**config.mk**
```make
export PLATFORM = sky130hd
export DESIGN_NAME = smlrq_cell
export DESIGN_NICKNAME = d
export VERILOG_FILES = /design/src/hw/rtl/smlrq_pkg.sv /design/src/hw/rtl/smlrq_cell.sv
export SDC_FILE = /design/constraint.sdc
export NUM_CORES = 1
export LEC_CHECK = 0
export BUFFER_PORTS_ARGS = -buffer_cell sky130_fd_sc_hd__buf_4
export CAP_MARGIN = 15
export CORE_MARGIN = 1
export CORE_UTILIZATION = 40
export DETAILED_ROUTE_END_ITERATION = 8
export PLACE_DENSITY = 0.8
export RECOVER_POWER = 50
export SLEW_MARGIN = 10
export SYNTH_ARGS = -nofsm -noshare
export SYNTH_HDL_FRONTEND = slang
export SYNTH_SLANG_ARGS = --single-unit
```
**constraint.sdc**
```tcl
create_clock -name clk -period 3.7 [get_ports clk]
set_clock_uncertainty 0.15 [all_clocks]
set_input_delay 0.74 -clock clk [delete_from_list [all_inputs] [get_ports clk]]
set_output_delay 0.74 -clock clk [all_outputs]
set_load 0.05 [all_outputs]
```
**src/hw/rtl/smlrq_pkg.sv**
```systemverilog
`default_nettype none
package smlrq_pkg;

    localparam int DEPTH   = 64;
    localparam int CNT_W   = $clog2(DEPTH + 1);
    localparam int LEVEL_W = 5;
    localparam int ROW_W   = 15;
    localparam int COL_W   = 16;

    localparam logic MODE_PUSH = 1'b0;
    localparam logic MODE_POP  = 1'b1;

    typedef enum logic [1:0] {
        ST_PUSHED = 2'd0,
        ST_POPPED = 2'd1,
        ST_EMPTY  = 2'd2,
        ST_FULL   = 2'd3
    } status_t;

    typedef struct packed {
        logic [LEVEL_W-1:0] level;
        logic [ROW_W-1:0]   row;
        logic [COL_W-1:0]   col;
        logic               present;
    } entry_t;

    // broadcast to every cell
    typedef struct packed {
        logic   push;
        logic   pop;
        entry_t word;
    } cmd_t;

    // handed from a cell to its right neighbor
    typedef struct packed {
        logic   ins;
        entry_t word;
    } link_t;

endpackage
`default_nettype wire

```
**src/hw/rtl/smlrq_cell.sv**
```systemverilog
`default_nettype none
module smlrq_cell
    import smlrq_pkg::*;
(
    input  wire logic   clk,
    input  wire cmd_t   cmd,
    input  wire logic   valid,
    input  wire link_t  left,
    input  wire entry_t right_word,
    output link_t       link
);

    entry_t word_reg;
    entry_t word_next;
    logic   gt;

    // order: present by level (older first), then tile-less newest first
    always_comb
    begin
        if (cmd.word.present)
        begin
            gt = !word_reg.present || (cmd.word.level < word_reg.level);
        end
        else
        begin
            gt = !word_reg.present;
        end
        link.ins  = !valid || gt;
        link.word = word_reg;
    end

    always_comb
    begin
        word_next = word_reg;
        if (cmd.pop)
        begin
            word_next = right_word;
        end
        else if (cmd.push)
        begin
            if (left.ins)
            begin
                word_next = left.word;
            end
            else if (link.ins)
            begin
                word_next = cmd.word;
            end
        end
    end

    always_ff @(posedge clk)
    begin
        word_reg <= word_next;
    end

endmodule
`default_nettype wire

```
### Word-level counts from Yosys, hierarchy flattened

Cells that the tools add are included.

* magnitude comparators: 1
* mux-type cells: 5
* reductions and logical operators: 7

Operators with widths (count)
* 37-bit two-way mux: 4
* 5-bit less-than comparator: 1
* 3-bit nonzero test: 1
* 1-bit logical NOT: 2
* 1-bit logical OR: 2
* 2-bit AND reduction: 1
* 2-bit nonzero test: 1
* 1-bit two-way mux: 1

* flip-flop bits (word level): 37
* bits of input ports: 116
* word-level logic and storage cells: 17

### Logic depth before layout (Yosys ltp)

* depth in word-level cells: 8
* gate-level depth with buffers: 6

### Worst setup path before layout

OpenSTA, ideal clock, no wires.

* path type: input-to-output
* start: input port cmd[34] (netlist bit)
* end: output port link[37] (netlist bit)
* arrival time: 2235 ps
* path slack: 575 ps
* cell stages on the path: 5
* cell sequence: ha_1 a21o_2 a31oi_1 nor2_1 a31oi_1

RTL lines
* start, declared: RTL line smlrq_cell.sv:6 `input wire cmd_t cmd,`
* end, declared: RTL line smlrq_cell.sv:10 `output link_t link`

==> flow_summary.ini <==
[outcome]
run_status = finished clean

[global_routing]
grt_pass1_wl_mm = 7.645
busiest_layer = met2
first_global_vias = 1661
gr-usage-met3 = 0.07459
grt.overflow.total = 0
grtUsageMet1 = 0.2038
grt_max_degree = 76
antenna_found_initial = 0
gr-usage-met2 = 0.3593
grt_use_total = 0.1953

[power_and_ir_drop]
peakVddDrop_mv = 0.2775
netSwitchingFraction = 0.3321
power.density_mw_per_mm2 = 369.8
p_sw_uw = 386.4
total_power_mw = 1.164
pwr-share-seq = 0.452
p_int_uw = 777.3
clkPwrFrac = 0.219
power.leakage_nw = 1.467
combPwrFrac = 0.330

[finish]
antennaDiodeCount = 0
area_delta_synth_final_pct = 56.31
nNetsFinal = 448
drive_above_1_share = 0.3891
largest_register_ffs = 37

[flow_run]
max_cap_viol_count = 0

[yosys]
syn-cell-area_mm2 = 0.002013
syn_nets = 299
ys_types = 19
synth_seq_area_share = 0.5519
async_reset_ff_frac = 0
syn_inst = 179
synth-main-ff-cell = edfxtp_1
synth-seq-cells = 37
synth_edf_count = 37
synth_warnings = 0
avgSynthCellArea_um2 = 11.25

[timing]
rsz0062_at_grt = no
slew_headroom = 0.1836
drv_slew = 0
setup_tns_ns = 0
max_freq_mhz = 344.4
finalHoldViolCount = 0
post-route-period-util = 0.7848
fin_crit_ns = 2.904
tightest_slew_ns = 1.225
setup_viol = 0

[setup_path]
worstSetupStartpoint = cmd[34]
critical_path_arrival_ns = 2.01
r2r_start = link[34]
end_kind = primary output
cp_cell_sequence = buf_4, ha_1, a21o_2, a31oi_1, nor2_1, a31oi_1, buf_4
critPathMaxStageDelay_ns = 0.30
startpoint_type = input port
crit_path_top_delay_cell = ha_1
crit_type = in2out
r2r_slack_ns = 1.33
crit_fanout = 2
critical_path_required_ns = 2.81

[clock_network]
max-clock-path-buffers = 2
clkTransAtPathRegs_ns = 0.07
clk-insertion-delay-late_ns = 0.28
cts_root_buffer = clkbuf_8
cts_hold_buf = 0
cts.sinks = 37
htreeDepth = 2
cts_tree = built
post_cts_buffers = 0
cts_made_buffers = 5
ctsResizeCount = 0

[detailed_routing]
finalWirelength_mm = 5.196
drtAntennaViolNets = 0
drt_iter0_drc = 46
vias = 1842
drc = 0
wl_per_cell_um = 13.12
vias_per_cell = 4.652
drt_pre_antenna_iters = 5

[die]
initial_core_util = 0.4207
coreArea_mm2 = 0.004786
ioPinCount = 154
die_x_um = 72.95
die_h_um = 72.95
die-area_mm2 = 0.005321
rows = 25

[place]
numPortBuffers = 153
gp_congestion = 0.7182
dp_hpwl_mm = 4.114

[hold_path]
hp-start = right_word[6]
hp-class = in2reg
==> metrics by stage <==
stage               cell area, um^2  setup slack [ns]  hold WS (ns)  std cells    util
floorplan                      2013            0.5746        0.7771        179       -
global placement               3196            0.8691        0.8685        388  0.6677
detailed placement             3196            0.7757        0.8734        388  0.6677
CTS                            3277            0.7724        0.5756        396  0.6847
global route                   3147            0.7157        0.5823        396  0.6575
finish                         3147            0.7964        0.5862        396  0.6575
==> cell usage in the layout, fill, tap and decap left out, types with 2 or more instances in the layout <==
| cell type | n |
|---|---|
| a31oi_1 | 2 |
| buf_4 | 118 |
| clkbuf_1 | 34 |
| clkbuf_8 | 5 |
| clkinv_1 | 2 |
| edfxtp_1 | 37 |
| ha_1 | 4 |
| inv_1 | 4 |
| mux2i_1 | 37 |
| nand2_1 | 38 |
| o21ai_0 | 37 |
==> synth_stat cells, types with 2 or more instances <==
library cell | n | area (um^2)
buf_2 | 2 | 10.01
o21ai_0 | 37 | 185.2
mux2i_1 | 37 | 370.4
clkbuf_1 | 6 | 22.52
edfxtp_1 | 37 | 1111
buf_6 | 2 | 22.52
ha_1 | 4 | 50.05
inv_1 | 4 | 15.01
a31oi_1 | 2 | 12.51
buf_4 | 2 | 15.01
nand2_1 | 38 | 142.6
==> kinds of logic after synthesis <==
| logic type | after synthesis | synth area share |
|---|---|---|
| AND/OR/NAND/NOR | 44 | 0.09013 |
| AO/OA/AOI/OAI | 41 | 0.1069 |
| multiplexers | 37 | 0.1840 |
| flip-flops | 37 | 0.5519 |
| buffers and inverters | 16 | 0.04226 |
| adder cells (fa/ha/maj) | 4 | 0.02486 |
==> path summary, 6_finish.rpt <==
check | cells past startpoint | end
hold reg to reg | 2 | link[34]
setup / recovery | 7 | link[37]
hold / removal | 3 | link[6]
setup reg to reg | 7 | link[20]
==> critical path, delay by kind of cell <==
family	cells	cell delay [ns]
compound gates	3	0.56
simple gates	1	0.08
buf+inv	2	0.34
fa+ha+maj	1	0.30
==> routing by layer <==
layer | vias to the layer above | routed length, um
met5 | - | 0
met4 | 0 | 58
met3 | 7 | 536
met2 | 95 | 2724
met1 | 790 | 1877
li1 | 950 | -
==> layout make-up <==
| cell class | count | area (um^2) |
|---|---|---|
| multi-input combinational | 126 | 817.0 |
| timing repair buffer | 154 | 1039 |
| inverter | 4 | 15.01 |
| clock inverter | 3 | 12.51 |
| clock buffer | 5 | 68.82 |
| tap | 67 | 83.83 |
| sequential | 37 | 1111 |
| fill | 432 | 1639 |
==> power by group through the flow <==
| stage | Sequential [mW] | Combinational (mW) | Clock (mW) |
|---|---|---|---|
| after floorplan | 0.686 | 0.0881 | 0 |
| after global routing | 0.530 | 0.409 | 0.282 |
| after detailed placement | 0.536 | 0.419 | 0 |
| final | 0.526 | 0.384 | 0.254 |
| after global placement | 0.535 | 0.411 | 0 |
| after CTS | 0.527 | 0.420 | 0.264 |
Note: power is estimated with default switching activity, not from simulation.
